===== src/rtl/assert_macros.svh =====
// Assertion macros shared by the escape decoder RTL.
// Simulation builds get the checks; synthesis builds get empty bodies.
`ifndef ASSERT_MACROS_SVH
`define ASSERT_MACROS_SVH
`ifndef SYNTHESIS
`define ESD_ASSERT(lbl, clk, rst_n, prop, msg) \
    lbl: assert property (@(posedge clk) disable iff (!rst_n) prop) else $error(msg);
`define ESD_ASSERT_ALWAYS(lbl, clk, prop, msg) \
    lbl: assert property (@(posedge clk) prop) else $error(msg);
`else
`define ESD_ASSERT(lbl, clk, rst_n, prop, msg)
`define ESD_ASSERT_ALWAYS(lbl, clk, prop, msg)
`endif
`endif


===== src/rtl/esd_pkg.sv =====
// Package for the escape sequence decoder: decode modes, result pair type,
// queue sizing and the simple escape table. No dependencies.
package esd_pkg;

    localparam logic [7:0] C_BACKSLASH = 8'h5C;

    localparam int C_QDEPTH = 4;
    localparam int C_QPTR_W = $clog2(C_QDEPTH);
    localparam int C_QCNT_W = $clog2(C_QDEPTH + 1);

    typedef enum logic [1:0] {
        MODE_NORMAL    = 2'd0,
        MODE_ESCAPE    = 2'd1,
        MODE_OCTAL_ONE = 2'd2,
        MODE_OCTAL_TWO = 2'd3
    } t_mode;

    typedef struct packed {
        logic [1:0] count;
        logic [7:0] data0;
        logic       last0;
        logic [7:0] data1;
        logic       last1;
    } t_res;

    typedef struct packed {
        logic       hit;
        logic [7:0] val;
    } t_esc;

    function automatic t_esc f_simple_escape(input logic [7:0] b);
        t_esc r;
        r.hit = 1'b1;
        unique case (b)
            8'h22:   r.val = 8'h22;
            8'h61:   r.val = 8'h07;
            8'h62:   r.val = 8'h08;
            8'h66:   r.val = 8'h0C;
            8'h6E:   r.val = 8'h0A;
            8'h72:   r.val = 8'h0D;
            8'h74:   r.val = 8'h09;
            8'h76:   r.val = 8'h0B;
            8'h5C:   r.val = 8'h5C;
            default: begin
                r.hit = 1'b0;
                r.val = 8'h00;
            end
        endcase
        return r;
    endfunction

    function automatic logic f_is_octal(input logic [7:0] b);
        return b[7:3] == 5'b00110;
    endfunction

endpackage


===== src/rtl/c_esd_decode.sv =====
// Escape decode state machine: mode and octal accumulator registers, and the
// zero, one or two result bytes for each accepted request. Uses esd_pkg.
`include "assert_macros.svh"

module c_esd_decode (
    input  logic          i_clk,
    input  logic          i_rst_n,
    input  logic          i_accept,
    input  logic [7:0]    i_in_byte,
    input  logic          i_in_last,
    output esd_pkg::t_res o_res
);

    esd_pkg::t_mode r_mode, n_mode;
    logic [7:0]     r_octal, n_octal;
    esd_pkg::t_esc  esc;
    logic           is_oct;
    logic           is_bs;
    logic [7:0]     oct_acc;

    assign esc     = esd_pkg::f_simple_escape(i_in_byte);
    assign is_oct  = esd_pkg::f_is_octal(i_in_byte);
    assign is_bs   = (i_in_byte == esd_pkg::C_BACKSLASH);
    assign oct_acc = {r_octal[4:0], i_in_byte[2:0]};

    always_ff @(posedge i_clk) begin
        if (!i_rst_n) begin
            r_mode  <= esd_pkg::MODE_NORMAL;
            r_octal <= 8'h00;
        end else if (i_accept) begin
            r_mode  <= n_mode;
            r_octal <= n_octal;
        end
    end

    always_comb begin
        n_mode  = esd_pkg::MODE_NORMAL;
        n_octal = 8'h00;
        unique case (r_mode)
            esd_pkg::MODE_NORMAL: begin
                if (is_bs && !i_in_last) begin
                    n_mode = esd_pkg::MODE_ESCAPE;
                end
            end
            esd_pkg::MODE_ESCAPE: begin
                if (!esc.hit && is_oct && !i_in_last) begin
                    n_mode  = esd_pkg::MODE_OCTAL_ONE;
                    n_octal = {5'b00000, i_in_byte[2:0]};
                end
            end
            esd_pkg::MODE_OCTAL_ONE,
            esd_pkg::MODE_OCTAL_TWO: begin
                if (is_oct) begin
                    if (!i_in_last && r_mode == esd_pkg::MODE_OCTAL_ONE) begin
                        n_mode  = esd_pkg::MODE_OCTAL_TWO;
                        n_octal = oct_acc;
                    end
                end else if (is_bs && !i_in_last) begin
                    n_mode = esd_pkg::MODE_ESCAPE;
                end
            end
            default: begin
                n_mode = esd_pkg::MODE_NORMAL;
            end
        endcase
    end

    always_comb begin
        o_res = '0;
        unique case (r_mode)
            esd_pkg::MODE_NORMAL: begin
                if (is_bs) begin
                    if (i_in_last) begin
                        o_res.count = 2'd1;
                        o_res.data0 = esd_pkg::C_BACKSLASH;
                        o_res.last0 = 1'b1;
                    end
                end else begin
                    o_res.count = 2'd1;
                    o_res.data0 = i_in_byte;
                    o_res.last0 = i_in_last;
                end
            end
            esd_pkg::MODE_ESCAPE: begin
                if (esc.hit) begin
                    o_res.count = 2'd1;
                    o_res.data0 = esc.val;
                    o_res.last0 = i_in_last;
                end else if (is_oct) begin
                    if (i_in_last) begin
                        o_res.count = 2'd1;
                        o_res.data0 = {5'b00000, i_in_byte[2:0]};
                        o_res.last0 = 1'b1;
                    end
                end else begin
                    o_res.count = 2'd2;
                    o_res.data0 = esd_pkg::C_BACKSLASH;
                    o_res.last0 = 1'b0;
                    o_res.data1 = i_in_byte;
                    o_res.last1 = i_in_last;
                end
            end
            esd_pkg::MODE_OCTAL_ONE,
            esd_pkg::MODE_OCTAL_TWO: begin
                if (is_oct) begin
                    if (i_in_last || r_mode == esd_pkg::MODE_OCTAL_TWO) begin
                        o_res.count = 2'd1;
                        o_res.data0 = oct_acc;
                        o_res.last0 = i_in_last;
                    end
                end else begin
                    o_res.data0 = r_octal;
                    o_res.last0 = 1'b0;
                    if (is_bs) begin
                        if (i_in_last) begin
                            o_res.count = 2'd2;
                            o_res.data1 = esd_pkg::C_BACKSLASH;
                            o_res.last1 = 1'b1;
                        end else begin
                            o_res.count = 2'd1;
                        end
                    end else begin
                        o_res.count = 2'd2;
                        o_res.data1 = i_in_byte;
                        o_res.last1 = i_in_last;
                    end
                end
            end
            default: begin
                o_res = '0;
            end
        endcase
        if (!i_accept) begin
            o_res.count = 2'd0;
        end
    end

    // The accumulator is only meaningful while an octal run is open.
    `ESD_ASSERT(a_octal_clear_in_normal, i_clk, i_rst_n,
        (r_mode == esd_pkg::MODE_NORMAL || r_mode == esd_pkg::MODE_ESCAPE) |-> (r_octal == 8'h00),
        "octal accumulator not clear outside an octal run")
    `ESD_ASSERT(a_last_ends_string, i_clk, i_rst_n,
        (i_accept && i_in_last) |=> (r_mode == esd_pkg::MODE_NORMAL),
        "decoder left an escape open after the last byte")

endmodule


===== src/rtl/c_esd_outq.sv =====
// Result queue of C_QDEPTH entries: takes up to two bytes per cycle from the
// decoder; hands one byte per cycle out while i_ready is high. Uses esd_pkg.
`include "assert_macros.svh"

module c_esd_outq (
    input  logic          i_clk,
    input  logic          i_rst_n,
    input  esd_pkg::t_res i_res,
    output logic          o_room,
    output logic          o_valid,
    input  logic          i_ready,
    output logic [7:0]    o_out_byte,
    output logic          o_out_last
);

    logic [7:0]                     r_qbyte [esd_pkg::C_QDEPTH];
    logic                           r_qlast [esd_pkg::C_QDEPTH];
    logic [esd_pkg::C_QPTR_W-1:0]   r_wptr, n_wptr;
    logic [esd_pkg::C_QPTR_W-1:0]   r_rptr, n_rptr;
    logic [esd_pkg::C_QCNT_W-1:0]   r_count, n_count;
    logic [esd_pkg::C_QPTR_W-1:0]   wptr_next;
    logic                           pop;

    assign o_valid    = (r_count != '0);
    assign o_room     = (r_count <= esd_pkg::C_QCNT_W'(esd_pkg::C_QDEPTH - 2));
    assign pop        = o_valid && i_ready;
    assign o_out_byte = r_qbyte[r_rptr];
    assign o_out_last = r_qlast[r_rptr];
    assign wptr_next  = r_wptr + esd_pkg::C_QPTR_W'(1);

    always_comb begin
        n_wptr  = r_wptr + esd_pkg::C_QPTR_W'(i_res.count);
        n_rptr  = pop ? (r_rptr + esd_pkg::C_QPTR_W'(1)) : r_rptr;
        n_count = r_count + esd_pkg::C_QCNT_W'(i_res.count)
                - esd_pkg::C_QCNT_W'(pop);
    end

    always_ff @(posedge i_clk) begin
        if (!i_rst_n) begin
            r_wptr  <= '0;
            r_rptr  <= '0;
            r_count <= '0;
        end else begin
            r_wptr  <= n_wptr;
            r_rptr  <= n_rptr;
            r_count <= n_count;
        end
    end

    always_ff @(posedge i_clk) begin
        if (i_res.count != 2'd0) begin
            r_qbyte[r_wptr] <= i_res.data0;
            r_qlast[r_wptr] <= i_res.last0;
        end
        if (i_res.count == 2'd2) begin
            r_qbyte[wptr_next] <= i_res.data1;
            r_qlast[wptr_next] <= i_res.last1;
        end
    end

    `ESD_ASSERT(a_no_overflow, i_clk, i_rst_n,
        r_count <= esd_pkg::C_QCNT_W'(esd_pkg::C_QDEPTH),
        "result queue overflow")
    `ESD_ASSERT(a_push_needs_room, i_clk, i_rst_n,
        (i_res.count != 2'd0) |-> o_room,
        "results pushed without room in the queue")

endmodule


===== src/rtl/c_escape_sequence_decoder.sv =====
// Top level of the escape sequence decoder: request handshakes around the
// decode state machine and the result queue. Uses esd_pkg, c_esd_decode, c_esd_outq.
//
// Usage: raw string bytes enter on i_in_byte with i_in_last marking the final
// byte of a string; a request is taken when i_valid and o_ready are both high.
// Decoded bytes leave on o_out_byte and o_out_last under o_valid and i_ready.
// Each request is decoded in the cycle it is taken and its zero, one or two
// result bytes are registered into a four-entry queue, from which the outputs
// are driven. The block takes one request per cycle while the queue holds at
// most two bytes; the output side moves one byte per cycle while i_ready is
// high, so a string of ordinary bytes then streams at one byte per cycle.
// When the receiver stalls, the queue fills and o_ready falls until space
// returns; o_ready depends only on the queue fill. Reset empties the queue and
// returns the decoder to plain mode with no escape pending.

module c_escape_sequence_decoder (
    input  logic       i_clk,
    input  logic       i_rst_n,
    input  logic       i_valid,
    output logic       o_ready,
    input  logic [7:0] i_in_byte,
    input  logic       i_in_last,
    output logic       o_valid,
    input  logic       i_ready,
    output logic [7:0] o_out_byte,
    output logic       o_out_last
);

    esd_pkg::t_res res;
    logic          accept;

    assign accept = i_valid && o_ready;

    c_esd_decode u_decode (
        .i_clk     (i_clk),
        .i_rst_n   (i_rst_n),
        .i_accept  (accept),
        .i_in_byte (i_in_byte),
        .i_in_last (i_in_last),
        .o_res     (res)
    );

    c_esd_outq u_outq (
        .i_clk      (i_clk),
        .i_rst_n    (i_rst_n),
        .i_res      (res),
        .o_room     (o_ready),
        .o_valid    (o_valid),
        .i_ready    (i_ready),
        .o_out_byte (o_out_byte),
        .o_out_last (o_out_last)
    );

endmodule


===== config.mk =====
export PLATFORM = sky130hd
export DESIGN_NAME = c_escape_sequence_decoder
export DESIGN_NICKNAME = d
export VERILOG_FILES = /design/src/rtl/esd_pkg.sv /design/src/rtl/c_esd_decode.sv /design/src/rtl/c_esd_outq.sv /design/src/rtl/c_escape_sequence_decoder.sv
export VERILOG_INCLUDE_DIRS = /design/src /design/src/rtl
export SDC_FILE = /design/constraint.sdc
export NUM_CORES = 1
export LEC_CHECK = 0
export ABC_AREA = 1
export BUFFER_PORTS_ARGS = -buffer_cell sky130_fd_sc_hd__clkbuf_2
export CAP_MARGIN = 30
export CORE_ASPECT_RATIO = 0.6
export CORE_MARGIN = 5
export CORE_UTILIZATION = 55
export CTS_BUF_LIST = sky130_fd_sc_hd__clkbuf_16
export CTS_CLUSTER_DIAMETER = 80
export DETAILED_ROUTE_END_ITERATION = 8
export PLACE_DENSITY = 0.78
export SLEW_MARGIN = 10
export SYNTH_ARGS = -nofsm -noshare
export SYNTH_HDL_FRONTEND = slang
export SYNTH_SLANG_ARGS = --single-unit

===== constraint.sdc =====
create_clock -name i_clk -period 5.4 [get_ports i_clk]
set_input_delay 0.54 -clock i_clk [delete_from_list [all_inputs] [get_ports i_clk]]
set_output_delay 0.54 -clock i_clk [all_outputs]
set_load 0.02 [all_outputs]

## After elaboration in Yosys (flattened, before gate mapping)

Memory sizes are Yosys's and may differ from the RTL's. A register that Yosys moved wholly into a read port is not among the register bits.
Cells that the tools add are included.

| storage, ports and cells | value |
|---|---|
| bits in registers | 17 |
| memory bits (writable) | 36 |
| bits of input ports | 13 |
| output and inout port bits | 11 |
| word-level logic and storage cells | 77 |
| memories kept | 2 |

Memories:

| name | depth | width | read ports | clocked after Yosys merged registers in | wr ports | RTL line | text |
|---|---|---|---|---|---|---|---|
| u_outq.r_qbyte | 4 | 8 | 1 | 1 | 2 | c_esd_outq.sv:16 | `logic [7:0] r_qbyte [esd_pkg::C_QDEPTH];` |
| u_outq.r_qlast | 4 | 1 | 1 | 1 | 2 | c_esd_outq.sv:17 | `logic r_qlast [esd_pkg::C_QDEPTH];` |

| cells by class | value |
|---|---|
| $add $sub $neg | 5 |
| order comparisons | 1 |
| equal/unequal tests | 14 |
| multiplexer cells | 36 |
| reduce and logical (&&, ||, !) cells | 14 |

Operators by type and width:

| operator | count |
|---|---|
| $eq 8x7->1 const B | 8 |
| $pmux 7 s9 | 1 |
| $mux 10 | 4 |
| $mux 9 | 4 |
| $mux 11 | 3 |
| $pmux 11 s3 | 1 |
| $mux 8 | 3 |
| $mux 2 | 10 |
| $pmux 9 s2 | 1 |
| $pmux 8 s2 | 1 |
| $reduce_or 9->1 | 1 |
| $eq 8x6->1 const B | 1 |
| $eq 2x2->1 const B | 3 |
| $logic_and 1x1->1 | 6 |
| $mux 1 | 6 |
| $pmux 2 s3 | 1 |
| $eq 5x3->1 const B | 1 |
| $add 2x1->2 const B | 2 |
| $add 3x2->3 | 1 |
| $le 3x2->1 const B | 1 |
| $mux 3 | 1 |
| $reduce_bool 3->1 | 1 |
| $sub 3x1->3 | 1 |
| $add 2x2->2 | 1 |
| 6 further kinds | 7 |

## Logic depth before layout (Yosys ltp)

Gate-level depths: netlist (run 1).

| logic depth | value |
|---|---|
| depth in word-level cells | 9 |
| depth in mapped cells | 17 |
| mapped depth without buffers | 16 |

## Hierarchy

Synthesis (run 1) repeated with hierarchy kept, for this count alone.

| unflattened totals | value |
|---|---|
| cell total of the unflattened synthesis | 449 |
| area, all modules | 3,553.4 µm² |

Modules (own cells, without submodules):

| module | times used | cells an instance | area an instance (µm²) | sequential area each (µm²) |
|---|---|---|---|---|
| c_esd_outq | 1 | 237 | 2,342.2 | 1,261.2 |
| c_esd_decode | 1 | 210 | 1,203.7 | 200.2 |
| c_escape_sequence_decoder | 1 | 2 | 7.5 | 0.0 |

## Worst setup path after synthesis (run 1)

OpenSTA, ideal clock, no wires.

| path | value |
|---|---|
| path kind | input -> register |
| from | in i_in_byte[2] |
| to | reg u_outq.r_count[2] (netlist name) |
| setup time | 120 ps |
| data arrival time | 2,555 ps |
| required time | 5,280 ps |
| slack | 2,725 ps |
| stages | 16 |
| buffers on the path | 1 |
| path through | buf_4 inv_2 nand2_2 nor2_1 nand2_1 nand3_2 nor2_4 nand3_1 nand2_1 nand3_2 ha_1 inv_1 fa_1 xor2_1 o21ai_0 a21oi_1 |

| on the way | value |
|---|---|
| cells in the longest elaborated chain, start to end | 8 |
| elaborated cells on any way between the ends | 19 |
| those cells by class | 2 x add/sub; 9 x eq/ne; 7 x mux; 1 x reduce/logical |

Ends and longest elaborated chain:

| item | RTL line | text |
|---|---|---|
| start, declared | c_escape_sequence_decoder.sv:21 | `input logic [7:0] i_in_byte,` |
| $eq 8x6->1 (tied with other cells) | esd_pkg.sv:34 | `unique case (b)` |
| $reduce_or 9->1 (no source line) | -- |  |
| $mux 1 | esd_pkg.sv:34 |  |
| $mux 11 | c_esd_decode.sv:85 | `if (esc.hit) begin` |
| $pmux 11 s3 (*) | c_esd_decode.sv:70 | `unique case (r_mode)` |
| $mux 2 (*) | c_esd_decode.sv:133 | `if (!i_accept) begin` |
| $add 3x2->3 (*) | c_esd_outq.sv:34 | `n_count = r_count + esd_pkg::C_QCNT_W'(i_res.count)` |
| $sub 3x1->3 (*) | c_esd_outq.sv:35 | `- esd_pkg::C_QCNT_W'(pop);` |
| end signal, assigned | c_esd_outq.sv:46 | `r_count <= n_count;` |
| end, declared | c_esd_outq.sv:20 | `logic [esd_pkg::C_QCNT_W-1:0] r_count, n_count;` |

Every way passes the cells marked *; elsewhere a longest branch is shown, timed or not.
A chain may end at the register's enable or synchronous reset.

## Worst setup path in the final report (run 1)

| path | value |
|---|---|
| from | reg u_decode.r_mode[1] |
| to | reg u_outq.r_count[2] (netlist name) |

| on the way | value |
|---|---|
| cells in the longest elaborated chain, start to end | 8 |
| elaborated cells on any way between the ends | 12 |
| those cells by class | 2 x add/sub; 3 x eq/ne; 4 x mux; 3 x reduce/logical |

Ends and longest elaborated chain:

| item | RTL line | text |
|---|---|---|
| start, declared | c_esd_decode.sv:14 | `esd_pkg::t_mode r_mode, n_mode;` |
| start signal, assigned | c_esd_decode.sv:28 | `r_mode <= esd_pkg::MODE_NORMAL;` |
| start signal, assigned | c_esd_decode.sv:31 | `r_mode <= n_mode;` |
| $eq 2x2->1 | c_esd_decode.sv:70, c_esd_decode.sv:106 |  |
| $logic_or 1x1->1 | c_esd_decode.sv:106 | `if (i_in_last \|\| r_mode == esd_pkg::MODE_OCTAL_TWO) begin` |
| $mux 10 | c_esd_decode.sv:106 |  |
| $mux 11 | c_esd_decode.sv:105 | `if (is_oct) begin` |
| $pmux 11 s3 (*) | c_esd_decode.sv:70 |  |
| $mux 2 (*) | c_esd_decode.sv:133 |  |
| $add 3x2->3 (*) | c_esd_outq.sv:34 |  |
| $sub 3x1->3 (*) | c_esd_outq.sv:35 |  |

Marks and branches as above.

==> out/metrics.csv, run 1 <==
stage,metric,value,unit
cells_and_area,nFillCells,547,
route,wirelength,9.38,mm
route,vias,3383,
sta,final.setup.tns,0,ns
route,via_per_inst,5.92,
sta,max_slew_margin,37.2,%
power_and_ir_drop,power_density,372,mW/mm^2
die,ios,24,
sta,max_slew.worst_pin.slew,0.938,ns
global_routing,top_usage_layer,met1,
run,maxCapViolCount,0,
synthesis,synth.top_cell.area_share,31.0,%
worst_setup_path,max_stage_delay,0.75,ns
synthesis,synthTopCellsByArea,"edfxtp_1, nand2_1, dfxtp_1",
min_path,hold_class,reg2reg,
global_routing,grtUsageMet3,6.84,%
synthesis,syn_avg_cell_area,7.40,um^2
clock_tree,cts_tree,built,
sta,finalCritPeriodShare,53.0,%
cells_and_area,n_antenna_cell,0,
worst_setup_path,critical_path_required,5.58,ns
sta,hold_slack,0.470,ns
status,outcome,finished clean,
clock_tree,root_buffer,clkbuf_16,
synthesis,synth_area_leader_cell,edfxtp_1,
clock_tree,clockBufferDepth,2,
global_routing,globalRouteOverflowTotal,0,
global_routing,grt_pass1_wl,15.4,mm
power_and_ir_drop,p_leak,0.00170,uW
synthesis,synthTopCellsByCount,"nand2_1, nor2_1, inv_1",
clock_tree,post_cts_buffers,0,
die,die_w,113,um
worst_setup_path,start_kind,register,
synthesis,ys_seq_area_share,41.9,%
synthesis,syn_inst,471,
die,fp-row-count,22,
global_routing,use_met2,33.1,%
die,core_area,0.00614,mm^2
clock_tree,cts_buffers,5,
synthesis,synth_most_common_cell,nand2_1,
route,drc,0,
worst_setup_path,path_common_cell,nand2_1,
power_and_ir_drop,ir_worst_vdd,0.000250,V
cells_and_area,layout.nets,504,
sta,finClkSkew,0.00514,ns
global_routing,grt_max_degree,29,
clock_tree,cts_sinks,55,
power_and_ir_drop,total_power,1410,uW
cells_and_area,area_delta_synth_final,8.65,%
global_routing,use_met1,36.0,%
sta,hold_viol_final,0,
clock_tree,h-tree-depth,2,
worst_setup_path,critPathKind,reg2reg,
clock_tree,hold_buffers,0,
worst_setup_path,cp_max_fo,19,
worst_setup_path,arrival,3.04,ns
cells_and_area,drive_gt1_share,13.1,%
clock_tree,clkLatencyLatePin,0.29,ns
worst_setup_path,slowest_stage,dfxtp_1,
placed_design,globalplace.congestion,1.02,
global_routing,first_global_vias,3024,
global_routing,grt_usage,23.9,%
worst_setup_path,end_kind,register,
sta,finalSetupViolations,0,
synthesis,ys_warn_count,0,
placed_design,portBuffers,23,
sta,rsz0062_at_grt,no,
worst_setup_path,cp_cell_sequence,inv_1 -> nor3_1 -> nand2_1 -> nand2_1 -> nor3b_1 -> nand2_1 -> inv_1 -> ha_1 -> fa_1 -> xor2_1 -> o21ai_0 -> a21oi_1,
synthesis,ys_seq_elements,55,
clock_tree,ctsResizeCount,0,
route,drt_iter0_drc,442,
synthesis,synth_area,0.00349,mm^2
sta,fmax,349,MHz
route,ant_nets,0,
synthesis,synth_cell_type_count,39,
synthesis,ys.flop_type,edfxtp_1,
die,dieHeight,71.7,um
clock_tree,path_clk_slew,0.07,ns
global_routing,antenna_found_initial,0,
route,routedWlPerCell,16.4,um
placed_design,hpwlAfterDp,6.94,mm
route,drtPass1Iterations,5,
synthesis,synth.net_count,489,
sta,post-route-min-period,2.86,ns
die,start_util,56.8,%
die,die-area,0.00808,mm^2
synthesis,synth-edff-count,36,
sta,drv_slew,0,
synthesis,synthArstFlopShare,0,%
[cell families after synthesis]
family	after synthesis	synth area share [%]
simple gates	267	34.7
buf+inv	68	8.18
xor+xnor	2	0.502
compound gates	74	12.7
fa+ha+maj	5	2.01
flops	55	41.9
[worst max-delay path: cells and delay by family (launching register included)]
family | cells | cell delay (ns)
adder cells (fa/ha/maj) | 2 | 0.58
AO/OA/AOI/OAI | 2 | 0.25
AND/OR/NAND/NOR | 5 | 0.76
buffers and inverters | 2 | 0.24
XOR/XNOR | 1 | 0.17
flip-flops | 1 | 0.75
[per-layer routing]
metal	share of wire, %	vias to the layer above
met5	0	-
met4	1.6	0
met3	12	22
met2	40	198
met1	47	1548
li1	-	1615
[sequential cells by signal, indices dropped and copies added (netlist names), named ones only]
name              flops
u_outq.r_rptr         2
u_outq.r_count        3
u_outq.r_wptr         2
u_outq.r_qlast        4
u_decode.r_octal      8
u_decode.r_mode       2
u_outq.r_qbyte       32
[area by class of cell]
| cell class | count | area, um^2 | share of cell area, % |
|---|---|---|---|
| repair buffers | 27 | 153 | 4.03 |
| flip-flops and latches | 55 | 1460 | 38.6 |
| inverters | 49 | 184 | 4.85 |
| multi-input cells | 348 | 1740 | 45.9 |
| clock inverters | 3 | 20.0 | 0.528 |
| clock buffers | 5 | 125 | 3.30 |
| well taps | 84 | 105 | 2.77 |
[power breakdown]
group,switching [uW],total [uW],internal [uW]
clock network,148,319,171
registers,30.9,563,532
logic,375,527,152
[path summary, 6_finish.rpt]
check / slack (ns) / endpoint / cells past startpoint / start
worst min register to register: 0.47 / u_outq.r_rptr[1] / 2 / u_outq.r_rptr[1]
worst min-delay path: 0.47 / u_outq.r_rptr[1] / 2 / u_outq.r_rptr[1]
worst max-delay path: 2.54 / u_outq.r_count[2] / 12 / u_decode.r_mode[1]
worst max register to register: 2.54 / u_outq.r_count[2] / 12 / u_decode.r_mode[1]
[per-stage QoR]
| stage | setup WS, ns | instance area [um^2] | utilization (%) | cells |
|---|---|---|---|---|
| 6_report | 2.54 | 3790 | 61.7 | 571 |
| 5_1_grt | 2.32 | 3790 | 61.7 | 571 |
| 4_1_cts | 2.43 | 3770 | 61.5 | 570 |
| 3_5_place_dp | 2.28 | 3630 | 59.1 | 562 |
| 3_3_place_gp | 2.39 | 3630 | 59.1 | 562 |
| 2_1_floorplan | 2.72 | 3490 | - | 471 |
[cells in the final DEF (no fill, tap or decap), drive strengths merged, types with 6 or more instances in the layout]
cell    netlist  final
nor3          6      6
nand2       156    156
edfxtp       36     36
inv          48     48
clkbuf        7     28
nor2         46     46
dfxtp        19     19
nand3        42     42
nand4        15     15
a21oi        19     19
o21ai        29     29
o22ai        10     10
Note: power is estimated with default switching activity, not from simulation.
==> run 2: changes to the inputs <==
PLACE_DENSITY = 0.8   (was 0.78)
clock period = 2.5 ns   (was 5.4 ns; I/O delays follow)
==> out/metrics.csv, run 2 (synthesis gave the netlist of run 1 again) <==
stage,metric,value,unit
power_and_ir_drop,power_switching,1190,uW
route,drt_iter0_drc,439,
die,fp-row-count,22,
sta,finClkSkew,0.00743,ns
power_and_ir_drop,clock_power_share,24.5,%
sta,max_slew.worst_pin.slew,0.530,ns
cells_and_area,nFillCells,523,
worst_setup_path,arrival,2.43,ns
global_routing,globalRouteOverflowTotal,0,
cells_and_area,drive_gt1_share,18.4,%
die,die-area,0.00808,mm^2
worst_setup_path,start_kind,register,
route,drtPass1Iterations,5,
sta,drv_slew,0,
placed_design,hpwlAfterDp,7.37,mm
power_and_ir_drop,ir_worst_vdd,0.000533,V
route,via_per_inst,5.75,
die,core_area,0.00614,mm^2
cells_and_area,layout.nets,534,
sta,rsz0062_at_grt,no,
cells_and_area,top_register,u_outq.r_qbyte,
min_path,hold_class,in2reg,
sta,finalCritPeriodShare,90.1,%
global_routing,first_global_vias,3091,
cells_and_area,final_cell_mix,"nand2_1, nor2_1, inv_1",
sta,max_slew_margin,64.6,%
run,maxCapViolCount,0,
cells_and_area,final_common_cell,nand2_1,
cells_and_area,largest_register_ffs,32,
die,ios,24,
die,dieHeight,71.7,um
worst_setup_path,cp_max_fo,5,
route,wirelength,9.55,mm
power_and_ir_drop,power_density,792,mW/mm^2
clock_tree,path_clk_slew,0.07,ns
global_routing,antenna_found_initial,0,
global_routing,grt_usage,24.2,%
power_and_ir_drop,p_int,2000,uW
global_routing,grt_max_degree,19,
sta,post-route-min-period,2.25,ns
placed_design,globalplace.congestion,1.02,
power_and_ir_drop,combPwrFrac,37.3,%
die,die_w,113,um
worst_setup_path,end_kind,register,
route,drc,0,
cells_and_area,top_regs,"u_outq.r_qbyte: 32 flops, u_decode.r_octal: 8 flops, u_outq.r_qlast: 4 flops",
clock_tree,root_buffer,clkbuf_16,
global_routing,grt_pass1_wl,15.6,mm
status,outcome,finished clean,
sta,fmax,444,MHz
die,start_util,56.8,%
route,vias,3455,
route,routedWlPerCell,15.9,um
clock_tree,hold_buffers,0,
power_and_ir_drop,swShare,37.3,%
clock_tree,cts_sinks,55,
clock_tree,cts_buffers,5,
worst_setup_path,critPathKind,reg2reg,
sta,final.setup.tns,0,ns
power_and_ir_drop,p_leak,0.00186,uW
clock_tree,clockBufferDepth,2,
cells_and_area,area_delta_synth_final,15.6,%
worst_setup_path,critical_path_required,2.68,ns
clock_tree,h-tree-depth,2,
sta,finalSetupViolations,0,
sta,hold_viol_final,0,
placed_design,portBuffers,23,
route,ant_nets,0,
cells_and_area,finalCoreUtilization,65.7,%
clock_tree,cts_tree,built,
cells_and_area,n_antenna_cell,0,
clock_tree,clkLatencyLatePin,0.30,ns
power_and_ir_drop,seqPwrFrac,38.2,%
[run 2: worst paths after layout]
kind / slack, ns / depth (start not counted) / to / from
min reg2reg: 0.47 / 2 / u_outq.r_rptr[1] / u_outq.r_rptr[1]
max reg2reg: 0.25 / 11 / u_outq.r_count[2] / u_decode.r_mode[0]
min: 0.29 / 3 / u_outq.r_count[0] / i_rst_n
max: 0.25 / 11 / u_outq.r_count[2] / u_decode.r_mode[0]
[run 2: layout make-up]
cell class                      count  area [um^2]  area share, %
Clock inverter                      3         43.8           1.09
Tap cell                           84          105           2.61
Inverter                           49          184           4.56
Timing Repair Buffer               57          370           9.19
Sequential cell                    55         1460           36.3
Clock buffer                        5          125           3.10
Multi-Input combinational cell    348         1740           43.2
[run 2: critical path, cell delays in order, from the launching register on]
cell and delay (ns):
dfxtp_1 0.45, inv_1 0.06, nor2_1 0.14, nand3_1 0.18, nand2_1 0.12, nand3_2 0.08
ha_1 0.28, inv_1 0.05, fa_1 0.42, xor2_1 0.16, o21ai_0 0.14, a21oi_1 0.06
[run 2: through the flow]
step | area, um^2 | total power [uW] | instances | worst slack [ns] | hold WS, ns
after global routing | 4030 | 3380 | 601 | 0.0882 | 0.306
after floorplan | 3490 | 2030 | 471 | 0.0728 | 0.393
after CTS | 4030 | 3180 | 601 | 0.137 | 0.299
after global placement | 3860 | 2390 | 593 | 0.0637 | 0.450
final | 4030 | 3190 | 601 | 0.248 | 0.294
after detailed placement | 3860 | 2410 | 593 | 0.0500 | 0.461
[run 2: power by group through the flow]
stage | Clock, uW | Sequential (uW) | Combinational (uW)
floorplan | 0 | 1210 | 819
global placement | 0 | 1230 | 1160
detailed placement | 0 | 1240 | 1180
CTS | 785 | 1220 | 1180
global route | 835 | 1230 | 1310
finish | 781 | 1220 | 1190
[run 2: timing repair]
item,4_1_cts,5_1_grt
endpoints found under the setup margin,0,1
setup buffers,0,0
gates resized for setup,0,1
endpoints found under the hold margin,0,0
[run 2: layer usage]
metal | GRT usage [%] | up-vias | part of all wire (%)
li1 | - | 1678 | -
met3 | 6.67 | 11 | 13
met1 | 37.3 | 1578 | 46
met4 | 4.80 | 0 | 0.98
met5 | 0 | - | 0
met2 | 33.9 | 188 | 40
==> run 3: changes to the inputs <==
MAX_ROUTING_LAYER = met4   (was unset)
==> out/metrics.csv, run 3 (synthesis gave the netlist of run 1 again) <==
stage,metric,value,unit
global_routing,grt_usage,25.8,%
global_routing,globalRouteOverflowTotal,0,
cells_and_area,final_area,0.00400,mm^2
route,via_per_inst,5.83,
route,wirelength,9.70,mm
placed_design,portBuffers,23,
status,outcome,finished clean,
clock_tree,h-tree-depth,2,
sta,final.setup.tns,0,ns
route,drc,0,
cells_and_area,final_common_cell,nand2_1,
sta,max_slew.worst_pin.slew,0.556,ns
placed_design,hpwlAfterDp,7.46,mm
cells_and_area,largest_register_ffs,32,
worst_setup_path,r2r-start,u_decode.r_mode[0],
sta,max_slew_margin,62.9,%
worst_setup_path,critical_path_buf_inv_count,2,
worst_setup_path,cp_cell_sequence,inv_1 -> nor2_1 -> nand3_1 -> nand2_1 -> nand3_2 -> ha_1 -> inv_1 -> fa_1 -> xor2_1 -> o21ai_0 -> a21oi_1,
power_and_ir_drop,p_int,1900,uW
die,fp-row-count,22,
route,ant_nets,0,
route,drt_iter0_drc,466,
power_and_ir_drop,combPwrFrac,38.7,%
sta,hold_slack,0.309,ns
worst_setup_path,crit_family,adder cells,
power_and_ir_drop,seqPwrFrac,39.0,%
clock_tree,root_buffer,clkbuf_16,
worst_setup_path,critical_path_required,2.68,ns
clock_tree,path_clk_slew,0.07,ns
cells_and_area,top_register,u_outq.r_qbyte,
power_and_ir_drop,clock_power_share,22.4,%
min_path,hold_class,in2reg,
cells_and_area,drive_gt1_share,18.1,%
global_routing,first_global_vias,3205,
clock_tree,ctsResizeCount,0,
clock_tree,post_cts_buffers,0,
clock_tree,hold_buffers,0,
worst_setup_path,end_kind,register,
clock_tree,cts_tree,built,
sta,rsz0062_at_grt,no,
worst_setup_path,path_common_cell,inv_1,
power_and_ir_drop,power_switching,1220,uW
global_routing,grt_max_degree,19,
clock_tree,cts_buffers,5,
placed_design,globalplace.congestion,1.03,
placed_design,dpl_cell_area,0.00385,mm^2
worst_setup_path,r2r_cells,11,
die,core_area,0.00614,mm^2
sta,post-route-min-period,2.25,ns
power_and_ir_drop,swShare,39.0,%
worst_setup_path,cp_max_fo,5,
worst_setup_path,max_stage_delay,0.45,ns
run,maxCapViolCount,0,
min_path,holdPathStages,3,
sta,finClkSkew,0.00928,ns
die,dieHeight,71.7,um
worst_setup_path,start_kind,register,
sta,finalSetupViolations,0,
power_and_ir_drop,power_density,780,mW/mm^2
sta,fmax,445,MHz
cells_and_area,layout.nets,532,
global_routing,antenna_found_initial,0,
worst_setup_path,reg2reg_slack,0.25,ns
power_and_ir_drop,p_leak,0.00184,uW
worst_setup_path,slowest_stage,dfxtp_1,
clock_tree,cts_sinks,55,
clock_tree,clkLatencyLatePin,0.29,ns
clock_tree,clockBufferDepth,2,
worst_setup_path,critPathKind,reg2reg,
die,die-area,0.00808,mm^2
sta,finalCritPeriodShare,90.0,%
cells_and_area,final_cell_mix,"nand2_1, nor2_1, inv_1",
route,routedWlPerCell,16.2,um
min_path,min_from,i_rst_n,
die,die_w,113,um
cells_and_area,area_delta_synth_final,14.6,%
route,drtPass1Iterations,5,
route,vias,3492,
cells_and_area,top_regs,"u_outq.r_qbyte: 32 flops, u_decode.r_octal: 8 flops, u_outq.r_qlast: 4 flops",
sta,hold_viol_final,0,
power_and_ir_drop,ir_worst_vdd,0.000464,V
cells_and_area,finalCoreUtilization,65.1,%
worst_setup_path,arrival,2.43,ns
min_path,holdPathEnd,u_outq.r_count[0],
worst_setup_path,r2r-end,u_outq.r_count[2],
sta,drv_slew,0,
global_routing,grt_pass1_wl,16.2,mm
die,ios,24,
die,start_util,56.8,%
cells_and_area,n_antenna_cell,0,
==> run 3: cell types whose count changed in the layout (fill, tap and decap cells not counted), sizes merged <==
cell and delta:
buf -2, bufinv -1, inv +1
==> run 3: layout make-up <==
cell class                 count  area (um^2)
multi-input combinational    348         1740
tap                           84          105
fill                         539         2140
timing repair buffer          55          355
clock buffer                   5          125
sequential                    55         1460
clock inverter                 3         22.5
inverter                      49          184
==> run 3: power by group through the flow <==
stage	Sequential (uW)	Combinational (uW)	Clock [uW]
floorplan	1210	819	0
global placement	1230	1160	0
detailed placement	1230	1190	0
CTS	1210	1200	701
global route	1230	1330	748
finish	1210	1210	697
==> run 3: worst max-delay path by stage <==
stage / to / from / cells after the start / slack (ns)
floorplan: u_outq.r_count[2] / u_outq.r_count[1] / 10 / 0.07
CTS: u_outq.r_count[2] / u_decode.r_mode[1] / 12 / 0.16
detailed placement: u_outq.r_count[2] / i_in_byte[7] / 16 / 0.02
global route: u_outq.r_count[2] / i_in_byte[7] / 16 / 0.11
global placement: u_outq.r_count[2] / i_in_byte[6] / 15 / 0.08
finish: u_outq.r_count[2] / u_decode.r_mode[0] / 11 / 0.25
==> run 3: tightest hold or removal path, stage by stage <==
cell      delay, ns
clkbuf_2       0.18
nand2_1        0.10
inv_1          0.04
==> run 3: metrics by stage <==
step,setup slack [ns],power [uW],cells
after floorplan,0.0728,2030,471
after global placement,0.0754,2390,591
after detailed placement,0.0225,2420,591
after CTS,0.160,3110,599
after global routing,0.105,3310,599
final,0.251,3120,599
==> run 3: layer usage <==
| metal | track usage, % | wire [um] |
|---|---|---|
| met5 | - | 0 |
| met4 | 3.73 | 63 |
| met3 | 5.91 | 1040 |
| met2 | 35.4 | 3930 |
| met1 | 39.2 | 4660 |
